<file path="config.mk">
export PLATFORM = sky130hd
export DESIGN_NAME = yuv_color_range_filter_counter
export DESIGN_NICKNAME = d
export VERILOG_FILES = /design/src/design/ycrf_pkg.sv /design/src/design/ycrf_cfg.sv /design/src/design/ycrf_match.sv /design/src/design/ycrf_core.sv /design/src/design/yuv_color_range_filter_counter.sv
export VERILOG_INCLUDE_DIRS = /design/src /design/src/design
export SDC_FILE = /design/constraint.sdc
export NUM_CORES = 1
export LEC_CHECK = 0
export BUFFER_PORTS_ARGS = -buffer_cell sky130_fd_sc_hd__buf_2
export CAP_MARGIN = 20
export CORE_MARGIN = 1.5
export CORE_UTILIZATION = 62
export CTS_CLUSTER_SIZE = 8
export DETAILED_ROUTE_END_ITERATION = 8
export GPL_ROUTABILITY_DRIVEN = 1
export PLACE_DENSITY = 0.86
export SLEW_MARGIN = 20
export SYNTH_ARGS = -nofsm -noshare
export SYNTH_HDL_FRONTEND = slang
export SYNTH_SLANG_ARGS = --single-unit
export TNS_END_PERCENT = 10
</file>
<file path="constraint.sdc">
create_clock -name clk -period 7.35 [get_ports clk]
set_input_delay 1.47 -clock clk [delete_from_list [all_inputs] [get_ports clk]]
set_output_delay 1.47 -clock clk [all_outputs]
set_load 0.05 [all_outputs]
</file>
<file path="src/design/assert_macros.svh">
// assertion helpers included by ycrf_core
`ifndef ASSERT_MACROS_SVH
`define ASSERT_MACROS_SVH

// clocked check, masked while reset is asserted
`define ASSERT_CLK(lbl, prop, msg) \
	lbl: assert property (@(posedge clk) disable iff (!arst_n) prop) else $error(msg);

// same-cycle implication
`define ASSERT_IMPLY(lbl, pre, post, msg) \
	`ASSERT_CLK(lbl, (pre) |-> (post), msg)

// next-cycle implication
`define ASSERT_NEXT(lbl, pre, post, msg) \
	`ASSERT_CLK(lbl, (pre) |=> (post), msg)

`endif

</file>
<file path="src/design/ycrf_pkg.sv">
package ycrf_pkg;

	localparam int MAX_WIDTH_DEF = 1024;
	localparam int TOP_ROWS_DEF  = 25;

	localparam int ADDR_W   = 5;
	localparam int DATA_W   = 32;
	localparam int WIDTH_W  = 11;
	localparam int TOTAL_W  = 20;
	localparam int LEFT_W   = 10;
	localparam int RIGHT_W  = 14;
	localparam int POS_W    = 13;
	localparam int LEFT_COLS = 32;

	localparam logic [7:0] U_MATCH = 8'd64;
	localparam logic [7:0] V_MATCH = 8'd255;
	localparam logic [7:0] C_GRAY  = 8'd127;

	typedef enum logic [2:0] {
		REG_LUMA_MIN  = 3'd0,
		REG_LUMA_MAX  = 3'd1,
		REG_BLUE_MIN  = 3'd2,
		REG_BLUE_MAX  = 3'd3,
		REG_RED_MIN   = 3'd4,
		REG_RED_MAX   = 3'd5,
		REG_WIDTH     = 3'd6,
		REG_PAINT     = 3'd7
	} reg_idx_t;

	typedef struct packed {
		logic [7:0] u_in;
		logic [7:0] y0_in;
		logic [7:0] v_in;
		logic [7:0] y1_in;
		logic       frame_last;
	} in_beat_t;

	typedef struct packed {
		logic [7:0]         u_out;
		logic [7:0]         y0_out;
		logic [7:0]         v_out;
		logic [7:0]         y1_out;
		logic               is_match;
		logic [TOTAL_W-1:0] match_total;
		logic [LEFT_W-1:0]  left_top_count;
		logic [RIGHT_W-1:0] right_top_count;
		logic               frame_done;
	} out_beat_t;

	typedef struct packed {
		logic [7:0]         luma_min;
		logic [7:0]         luma_max;
		logic [7:0]         blue_diff_min;
		logic [7:0]         blue_diff_max;
		logic [7:0]         red_diff_min;
		logic [7:0]         red_diff_max;
		logic [WIDTH_W-1:0] width_pixels;
		logic               paint_enable;
	} cfg_t;

	localparam cfg_t CFG_RESET = '{
		luma_min:      8'd0,
		luma_max:      8'd255,
		blue_diff_min: 8'd0,
		blue_diff_max: 8'd255,
		red_diff_min:  8'd0,
		red_diff_max:  8'd255,
		width_pixels:  11'd128,
		paint_enable:  1'b1
	};

endpackage

</file>
<file path="src/design/ycrf_cfg.sv">
module ycrf_cfg (
	input  logic                         clk,
	input  logic                         arst_n,
	input  logic                         psel,
	input  logic                         penable,
	input  logic                         pwrite,
	input  logic [ycrf_pkg::ADDR_W-1:0]  paddr,
	input  logic [ycrf_pkg::DATA_W-1:0]  pwdata,
	output logic [ycrf_pkg::DATA_W-1:0]  prdata,
	output logic                         pready,
	output ycrf_pkg::cfg_t               cfg
);

	ycrf_pkg::cfg_t   cfg_q;
	ycrf_pkg::reg_idx_t idx;
	logic             wr_en;

	assign idx    = ycrf_pkg::reg_idx_t'(paddr[4:2]);
	assign wr_en  = psel && penable && pwrite;
	assign pready = 1'b1;
	assign cfg    = cfg_q;

	always_ff @(posedge clk or negedge arst_n) begin
		if (!arst_n) begin
			cfg_q <= ycrf_pkg::CFG_RESET;
		end else if (wr_en) begin
			unique case (idx)
				ycrf_pkg::REG_LUMA_MIN: cfg_q.luma_min      <= pwdata[7:0];
				ycrf_pkg::REG_LUMA_MAX: cfg_q.luma_max      <= pwdata[7:0];
				ycrf_pkg::REG_BLUE_MIN: cfg_q.blue_diff_min <= pwdata[7:0];
				ycrf_pkg::REG_BLUE_MAX: cfg_q.blue_diff_max <= pwdata[7:0];
				ycrf_pkg::REG_RED_MIN:  cfg_q.red_diff_min  <= pwdata[7:0];
				ycrf_pkg::REG_RED_MAX:  cfg_q.red_diff_max  <= pwdata[7:0];
				ycrf_pkg::REG_WIDTH:    cfg_q.width_pixels  <= pwdata[ycrf_pkg::WIDTH_W-1:0];
				ycrf_pkg::REG_PAINT:    cfg_q.paint_enable  <= pwdata[0];
				default: ;
			endcase
		end
	end

	always_comb begin
		prdata = '0;
		unique case (idx)
			ycrf_pkg::REG_LUMA_MIN: prdata[7:0] = cfg_q.luma_min;
			ycrf_pkg::REG_LUMA_MAX: prdata[7:0] = cfg_q.luma_max;
			ycrf_pkg::REG_BLUE_MIN: prdata[7:0] = cfg_q.blue_diff_min;
			ycrf_pkg::REG_BLUE_MAX: prdata[7:0] = cfg_q.blue_diff_max;
			ycrf_pkg::REG_RED_MIN:  prdata[7:0] = cfg_q.red_diff_min;
			ycrf_pkg::REG_RED_MAX:  prdata[7:0] = cfg_q.red_diff_max;
			ycrf_pkg::REG_WIDTH:    prdata[ycrf_pkg::WIDTH_W-1:0] = cfg_q.width_pixels;
			ycrf_pkg::REG_PAINT:    prdata[0] = cfg_q.paint_enable;
			default: ;
		endcase
	end

endmodule

</file>
<file path="src/design/ycrf_match.sv">
module ycrf_match (
	input  ycrf_pkg::cfg_t     cfg,
	input  ycrf_pkg::in_beat_t beat,
	output logic               match,
	output logic [7:0]         u_paint,
	output logic [7:0]         v_paint
);

	logic y_ok, u_ok, v_ok;

	// inclusive window tests, an empty window never passes
	assign y_ok = (beat.y0_in >= cfg.luma_min) && (beat.y0_in <= cfg.luma_max);
	assign u_ok = (beat.u_in >= cfg.blue_diff_min) && (beat.u_in <= cfg.blue_diff_max);
	assign v_ok = (beat.v_in >= cfg.red_diff_min) && (beat.v_in <= cfg.red_diff_max);
	assign match = y_ok && u_ok && v_ok;

	always_comb begin
		u_paint = beat.u_in;
		v_paint = beat.v_in;
		if (cfg.paint_enable) begin
			u_paint = match ? ycrf_pkg::U_MATCH : ycrf_pkg::C_GRAY;
			v_paint = match ? ycrf_pkg::V_MATCH : ycrf_pkg::C_GRAY;
		end
	end

endmodule

</file>
<file path="src/design/ycrf_core.sv">
`include "assert_macros.svh"

module ycrf_core #(
	parameter int MAX_WIDTH = ycrf_pkg::MAX_WIDTH_DEF,
	parameter int TOP_ROWS  = ycrf_pkg::TOP_ROWS_DEF
) (
	input  logic                clk,
	input  logic                arst_n,
	input  ycrf_pkg::cfg_t      cfg,
	input  logic                in_valid,
	output logic                in_ready,
	input  ycrf_pkg::in_beat_t  in_data,
	output logic                out_valid,
	input  logic                out_ready,
	output ycrf_pkg::out_beat_t out_data
);

	localparam int COL_W = (MAX_WIDTH > 2) ? $clog2(MAX_WIDTH / 2) : 1;
	localparam int ROW_W = (TOP_ROWS > 0) ? $clog2(TOP_ROWS + 1) : 1;
	localparam int PW    = ycrf_pkg::POS_W;
	localparam int TW    = ycrf_pkg::TOTAL_W;
	localparam int LW    = ycrf_pkg::LEFT_W;
	localparam int RW    = ycrf_pkg::RIGHT_W;

	logic                vld_s1;
	ycrf_pkg::in_beat_t  beat_s1;
	logic                vld_s2;
	ycrf_pkg::out_beat_t beat_s2;
	logic                adv;

	logic [COL_W-1:0] col_q;
	logic [ROW_W-1:0] row_q;
	logic [TW-1:0]    tot_q;
	logic [LW-1:0]    left_q;
	logic [RW-1:0]    right_q;

	logic             match;
	logic [7:0]       u_paint, v_paint;
	logic             in_top, in_left;
	logic [TW-1:0]    tot_nxt;
	logic [LW-1:0]    left_nxt;
	logic [RW-1:0]    right_nxt;
	logic [PW-1:0]    w_clamp, mpr, col_inc;
	logic             wrap;
	logic [RW:0]      top_sum;

	ycrf_match u_match (
		.cfg     (cfg),
		.beat    (beat_s1),
		.match   (match),
		.u_paint (u_paint),
		.v_paint (v_paint)
	);

	assign adv      = vld_s1 && (!vld_s2 || out_ready);
	assign in_ready = !vld_s1 || adv;
	assign out_valid = vld_s2;
	assign out_data  = beat_s2;

	// region of the current macropixel
	assign in_top  = row_q < ROW_W'(TOP_ROWS);
	assign in_left = PW'(col_q) < PW'(ycrf_pkg::LEFT_COLS);

	// saturating counter updates
	always_comb begin
		tot_nxt   = tot_q;
		left_nxt  = left_q;
		right_nxt = right_q;
		if (match) begin
			if (!(&tot_q)) tot_nxt = tot_q + TW'(1);
			if (in_top && in_left && !(&left_q)) left_nxt = left_q + LW'(1);
			if (in_top && !in_left && !(&right_q)) right_nxt = right_q + RW'(1);
		end
	end

	// row length in macropixels, clamped, at least one
	always_comb begin
		w_clamp = PW'(cfg.width_pixels);
		if (w_clamp > PW'(MAX_WIDTH)) w_clamp = PW'(MAX_WIDTH);
		mpr = w_clamp >> 1;
		if (mpr == '0) mpr = PW'(1);
	end

	assign col_inc = PW'(col_q) + PW'(1);
	assign wrap    = col_inc >= mpr;

	always_ff @(posedge clk or negedge arst_n) begin
		if (!arst_n) begin
			vld_s1 <= 1'b0;
		end else if (in_ready) begin
			vld_s1 <= in_valid;
		end
	end

	always_ff @(posedge clk) begin
		if (in_ready && in_valid) beat_s1 <= in_data;
	end

	always_ff @(posedge clk or negedge arst_n) begin
		if (!arst_n) begin
			vld_s2 <= 1'b0;
		end else if (adv) begin
			vld_s2 <= 1'b1;
		end else if (out_ready) begin
			vld_s2 <= 1'b0;
		end
	end

	always_ff @(posedge clk) begin
		if (adv) begin
			beat_s2.u_out           <= u_paint;
			beat_s2.y0_out          <= beat_s1.y0_in;
			beat_s2.v_out           <= v_paint;
			beat_s2.y1_out          <= beat_s1.y1_in;
			beat_s2.is_match        <= match;
			beat_s2.match_total     <= tot_nxt;
			beat_s2.left_top_count  <= left_nxt;
			beat_s2.right_top_count <= right_nxt;
			beat_s2.frame_done      <= beat_s1.frame_last;
		end
	end

	always_ff @(posedge clk or negedge arst_n) begin
		if (!arst_n) begin
			col_q   <= '0;
			row_q   <= '0;
			tot_q   <= '0;
			left_q  <= '0;
			right_q <= '0;
		end else if (adv) begin
			if (beat_s1.frame_last) begin
				col_q   <= '0;
				row_q   <= '0;
				tot_q   <= '0;
				left_q  <= '0;
				right_q <= '0;
			end else begin
				tot_q   <= tot_nxt;
				left_q  <= left_nxt;
				right_q <= right_nxt;
				if (wrap) begin
					col_q <= '0;
					if (in_top) row_q <= row_q + ROW_W'(1);
				end else begin
					col_q <= col_inc[COL_W-1:0];
				end
			end
		end
	end

	assign top_sum = (RW+1)'(left_q) + (RW+1)'(right_q);

	`ASSERT_NEXT(a_frame_clear, adv && beat_s1.frame_last,
		tot_q == '0 && left_q == '0 && right_q == '0 && col_q == '0 && row_q == '0,
		"counters not cleared after frame end")
	`ASSERT_NEXT(a_miss_holds, adv && !beat_s1.frame_last && !match,
		$stable(tot_q) && $stable(left_q) && $stable(right_q),
		"counter moved on a miss")
	`ASSERT_CLK(a_region_bound, TW'(top_sum) <= tot_q,
		"region counts exceed total")

endmodule

</file>
<file path="src/design/yuv_color_range_filter_counter.sv">
// an accepted beat is registered in beat_s1, then in beat_s2, which drives out_data
// throughput: one macropixel per cycle, limited only by out_ready back pressure
// in_ready drops only while both registers hold a beat and out_ready is low
// reset: arst_n clears valid flags, position and match counters at once
// registers return to their defaults, full range windows, 128 pixel width, painting on
module yuv_color_range_filter_counter #(
	parameter int MAX_WIDTH = ycrf_pkg::MAX_WIDTH_DEF,
	parameter int TOP_ROWS  = ycrf_pkg::TOP_ROWS_DEF
) (
	input  logic                         clk,
	input  logic                         arst_n,
	// pixel stream in
	input  logic                         in_valid,
	output logic                         in_ready,
	input  ycrf_pkg::in_beat_t           in_data,
	// painted pixels and running counts out
	output logic                         out_valid,
	input  logic                         out_ready,
	output ycrf_pkg::out_beat_t          out_data,
	// register port
	input  logic                         psel,
	input  logic                         penable,
	input  logic                         pwrite,
	input  logic [ycrf_pkg::ADDR_W-1:0]  paddr,
	input  logic [ycrf_pkg::DATA_W-1:0]  pwdata,
	output logic [ycrf_pkg::DATA_W-1:0]  prdata,
	output logic                         pready
);

	// live register values, user changes only while the stream is idle, not enforced
	ycrf_pkg::cfg_t cfg;

	ycrf_cfg u_cfg (
		.clk     (clk),
		.arst_n  (arst_n),
		.psel    (psel),
		.penable (penable),
		.pwrite  (pwrite),
		.paddr   (paddr),
		.pwdata  (pwdata),
		.prdata  (prdata),
		.pready  (pready),
		.cfg     (cfg)
	);

	// compare, paint and count in one pass between the two registers
	ycrf_core #(
		.MAX_WIDTH (MAX_WIDTH),
		.TOP_ROWS  (TOP_ROWS)
	) u_core (
		.clk       (clk),
		.arst_n    (arst_n),
		.cfg       (cfg),
		.in_valid  (in_valid),
		.in_ready  (in_ready),
		.in_data   (in_data),
		.out_valid (out_valid),
		.out_ready (out_ready),
		.out_data  (out_data)
	);

endmodule
</file>
== Yosys cells after proc, flatten, opt, wreduce, memory -nomap -nowiden ==
Cells that the tools add are included.

* Register bits: 231
* Input port bits: 77
* Output and inout port bits: 113

* $add $sub $neg: 5
* Order comparisons: 10
* Equal/unequal tests: 7
* Multiplexer cells: 25
* Reduce and logical (&&, ||, !) cells: 37

{| class="wikitable"
|+ Operators with widths
! kind !! number
|-
| two-way mux 20 bit || 3
|-
| one-hot mux 7 bit (7 select lines) || 1
|-
| two-way mux 14 bit || 3
|-
| two-way mux 10 bit || 4
|-
| >= comparator 8 bit || 3
|-
| <= comparator 8 bit || 3
|-
| two-way mux 8 bit || 3
|-
| adder 20 x 1 -> 20 bit (second input constant) || 1
|-
| AND reduction 20 bit || 1
|-
| two-way mux 9 bit || 2
|-
| AND reduction 2 bit || 8
|-
| two-way mux 5 bit || 3
|-
| adder 14 x 1 -> 14 bit (second input constant) || 1
|-
| AND reduction 14 bit || 1
|-
| >= comparator 13 x 10 -> 1 bit || 1
|-
| logical AND 1 bit || 13
|-
| logical NOT 13 bit || 1
|-
| equality test 3 bit (second input constant) || 4
|-
| > comparator 11 bit (second input constant) || 1
|-
| two-way mux 11 bit || 1
|-
| adder 10 x 1 -> 10 bit (second input constant) || 1
|-
| adder 9 x 1 -> 10 bit (second input constant) || 1
|-
| AND reduction 10 bit || 1
|-
| < comparator 9 x 6 -> 1 bit (second input constant) || 1
|-
| other kinds (13) || 22
|}

== Logic depth before layout (Yosys ltp) ==
* Depth in word-level cells: 7
* Mapped depth: 13
* Depth with buffers taken out: 12

== Modules after synthesis ==
Synthesis repeated with hierarchy kept, for this count alone.

* Cells, all modules: 1021
* Area total of the unflattened synthesis: 11940.2 µm²

{| class="wikitable"
|+ By module, submodules not included
! module !! times used !! cells each !! area each (µm²) !! sequential area each (µm²)
|-
| ycrf_core || 1 || 623 || 7578.5 || 4834.6
|-
| ycrf_cfg || 1 || 226 || 3059.2 || 1534.0
|-
| ycrf_match || 1 || 172 || 1302.5 || 0.0
|}

== Worst setup path after synthesis ==
No wires, ideal clock.

* Path kind: in2out
* Start: in paddr[2] in the netlist's numbering
* End: out prdata[6] in the netlist's numbering
* Arrival: 3805 ps
* Data required time: 5880 ps
* Path slack: 2075 ps
* Stages: 7
* Cell sequence: clkbuf_1 clkbuf_1 buf_2 nand2_1 o21ai_0 a22oi_1 o21ai_0

* Longest elaborated chain between the ends: 2
* Elaborated cells on any way between the ends: 8
* Those cells by class: 6 x eq/ne; 1 x mux; 1 x reduce/logical

{| class="wikitable"
|+ RTL lines
! element !! RTL line !! RTL
|-
| from (decl) || yuv_color_range_filter_counter.sv:24 || <nowiki>input logic [ycrf_pkg::ADDR_W-1:0] paddr,</nowiki>
|-
| equality test 3 bit, or another cell as far along || ycrf_cfg.sv:43 || <nowiki>unique case (idx)</nowiki>
|-
| one-hot mux 7 bit (7 select lines) * || ycrf_cfg.sv:43 ||
|-
| to (decl) || yuv_color_range_filter_counter.sv:26 || <nowiki>output logic [ycrf_pkg::DATA_W-1:0] prdata,</nowiki>
|}

Mark *: on every way between the ends. The rest lies on a longest branch, timed or not.

== Final worst setup path ==
* Start: in paddr[2] in the netlist's numbering
* End: out prdata[0] in the netlist's numbering

* Longest elaborated chain between the ends: 2
* Elaborated cells on any way between the ends: 9
* Those cells by class: 7 x eq/ne; 1 x mux; 1 x reduce/logical

{| class="wikitable"
|+ RTL lines
! element !! RTL line
|-
| equality test 3 bit, or another cell as far along || ycrf_cfg.sv:43
|-
| one-hot mux 1 bit (8 select lines) * || ycrf_cfg.sv:43
|}

Marked as above.

==> run_results.csv <==
group,metric,value,unit
critical_path,r2r_start,"u_cfg.cfg[45]$_DFFE_PN1P_",
critical_path,path_class,"in -> out",
timing,worst_pin_slew,989,ps
synthesis,synth_cells,1053,
synthesis,async_flop_share,51.9,%
placed_design,port_buffers,144,
critical_path,critPathBufInv,2,
critical_path,cpMaxStageDelayCell,"buf_2",
finish,finish.utilization,72.7,%
global_route,track_usage,26.1,%
clock_tree,clk_path_buf_depth,3,
timing,setup_tns,0,ps
floorplan,num_rows,50,
finish,regArea,6370,um2
run,drv_cap,0,
clock_tree,cts_tree,"done",
timing,period_share,65.2,%
timing,grt_setup_unrepaired,"no",
global_route,grt_pass1_vias,8436,
synthesis,ys_seq_area_share,54.0,%
drt,wl_per_cell,17.7,um
drt,drt-initial-drc-count,691,
timing,setup_viol,0,
finish,drive_gt1_share,22.5,%
timing,hold_ws,416,ps
synthesis,yosysWarnings,0,
finish,antenna_cells,0,
power_and_ir_drop,totalPowerFinal,3.81,mW
critical_path,crit_chain,"buf_2, mux2i_1, nor2_1, a21oi_1, a21oi_1, o21ai_0, nand2_1, buf_2",
clock_tree,cts_buffers,34,
critical_path,cp-end-kind,"output pin",
floorplan,fp.coreArea,18700,um2
synthesis,synth_cell_types,68,
finish,final_cell_mix,"143 x buf_2, 111 x edfxtp_1, 100 x nand2_1",
synthesis,synth_edf_count,111,
timing,clock_skew,12.3,ps
timing,hold_viol_final,0,
clock_tree,insertion_delay,500,ps
worst_hold_path,holdCritStartpoint,"u_core.beat_s1[7]$_DFFE_PP_",
floorplan,die_x,141,um
timing,period_minus_slack,4800,ps
clock_tree,clock_sinks,231,
drt,via_count,8657,
clock_tree,clk_pin_slew,50,ps
drt,vias_per_cell,5.96,
finish,multi_input_area,4900,um2
finish,final_common_cell,"buf_2",
worst_hold_path,hold_path.class,"reg -> reg",
drt,ant_nets,0,
power_and_ir_drop,p_per_area,280,nW/um2
placed_design,hpwl,17100,um
timing,slew_headroom,34.0,%
clock_tree,cts_htree_levels,2,
clock_tree,post_cts_resized,0,
finish,nets,1332,
synthesis,syn_area_per_cell,11.2,um2
floorplan,die_y,141,um
critical_path,cpPeakStageDelay,540,ps
floorplan,initial_core_util,63.1,%
critical_path,path_max_fanout,30,
critical_path,crit_family,"buffers and inverters",
clock_tree,cts_hold_buf,0,
synthesis,netlist_area,11800,um2
power_and_ir_drop,ir_drop,0.230,mV
clock_tree,post_cts_buffers,0,
run_status,status,"finished clean",
drt,drc,0,
global_route,antenna_found_initial,0,
timing,slew_violations,0,
clock_tree,clockRootBuffer,"clkbuf_16",
floorplan,pin_count,190,
drt,dr.pass1.iters,5,
timing,fmax,0.209,GHz
power_and_ir_drop,leakagePower,5.90,nW
finish,fillCellCount,1301,
global_route,grt_pass1_wl,41200,um
critical_path,worstSetupStartpointType,"input port",
drt,totalWireLength,25700,um
finish,area_delta_synth_final,15.3,%
synthesis,ys_ff_latch,231,
placed_design,gp_congestion,0.877,
critical_path,worstPathArrival,3330,ps
global_route,grt-ovfl-total,0,
global_route,grt_max_degree,81,
synthesis,synth_flop_cell,"edfxtp_1",
floorplan,die-area,19900,um2
critical_path,crit_start,"paddr[2]",
critical_path,critical_path_required,5880,ps
==> logic make-up after synthesis <==
logic type      count (synthesis)  synth area share [%]
simple gates                  309                  13.4
flops                         231                  54.0
compound gates                226                  12.6
buf+inv                       130                  5.18
fa+ha+maj                      63                  6.68
mux                            49                  4.94
xor+xnor                       43                  3.19
other cells                     2                0.0636
==> layout make-up <==
cell class                 instances  area share, %
sequential                       231           46.8
multi-input combinational        712           36.0
clock buffer                      62           7.50
timing repair buffer             155           5.92
tap                              234           2.15
inverter                          58           1.62
==> synthesized netlist by cell type (11+ instances only) <==
master    number  area share (%)
nand2_1      100             3.2
nor4_1        11            0.58
and3_1        18            0.95
nor2_1        38             1.2
edfxtp_1     111              28
and2_1        16            0.85
o31ai_1       18             1.1
a21oi_1       42             1.8
nand3_1       31             1.3
nand2b_1      15            0.80
xnor2_1       35             2.6
buf_4         28             1.8
dfstp_2       26             5.8
ha_1          63             6.7
dfrtp_1       94              20
nor3_1        18            0.76
a31oi_1       11            0.58
mux2_2        30             2.9
clkbuf_1      31            0.99
nor2b_1       11            0.58
nand4_1       15            0.80
inv_1         58             1.8
mux2i_1       14             1.2
o21ai_0       77             3.3
==> stage by stage <==
step	cell area, um2	setup slack [ps]	cells
after floorplan	11900	2080	1073
after global placement	12600	2650	1390
after detailed placement	12600	2640	1390
after CTS	13600	2600	1452
after global routing	13600	2440	1452
final	13600	2550	1452
==> flip-flops by register name, indices dropped and copies added (netlist names) <==
register	cells
u_core.tot_q	20
u_core.col_q	9
u_core.beat_s1	33
u_core.right_q	14
u_core.out_valid	1
u_cfg.cfg	60
u_core.left_q	10
u_core.vld_s1	1
u_core.row_q	5
u_core.out_data	78
==> final timing paths <==
check	cells after the start	slack (ps)	end
worst max register to register	11	3890	u_core.left_q[3]$_DFFE_PN0P_
worst min register to register	0	420	u_core.out_data[52]$_DFFE_PP_
worst min-delay path	0	420	u_core.out_data[52]$_DFFE_PP_
min in group asynchronous	1	990	u_core.left_q[3]$_DFFE_PN0P_
worst max-delay path	8	2550	prdata[0]
max in group asynchronous	2	4960	u_cfg.cfg[22]$_DFFE_PN0P_
==> layer usage <==
| layer | part of all wire, % | track usage (%) | vias up | routed length (um) |
|---|---|---|---|---|
| met1 | 39 | 32.3 | 4173 | 10000 |
| met3 | 6.6 | 5.16 | 64 | 1710 |
| li1 | - | - | 4093 | - |
| met5 | 0 | 0 | - | 0 |
| met4 | 3.4 | 11.1 | 0 | 871 |
| met2 | 51 | 45.0 | 327 | 13100 |
==> power by group <==
| group | switching (mW) | total, mW | internal [mW] |
|---|---|---|---|
| clock network | 0.538 | 1.47 | 0.927 |
| registers | 0.0984 | 1.63 | 1.54 |
| logic | 0.485 | 0.710 | 0.225 |
(Power assumes the default switching activity.)
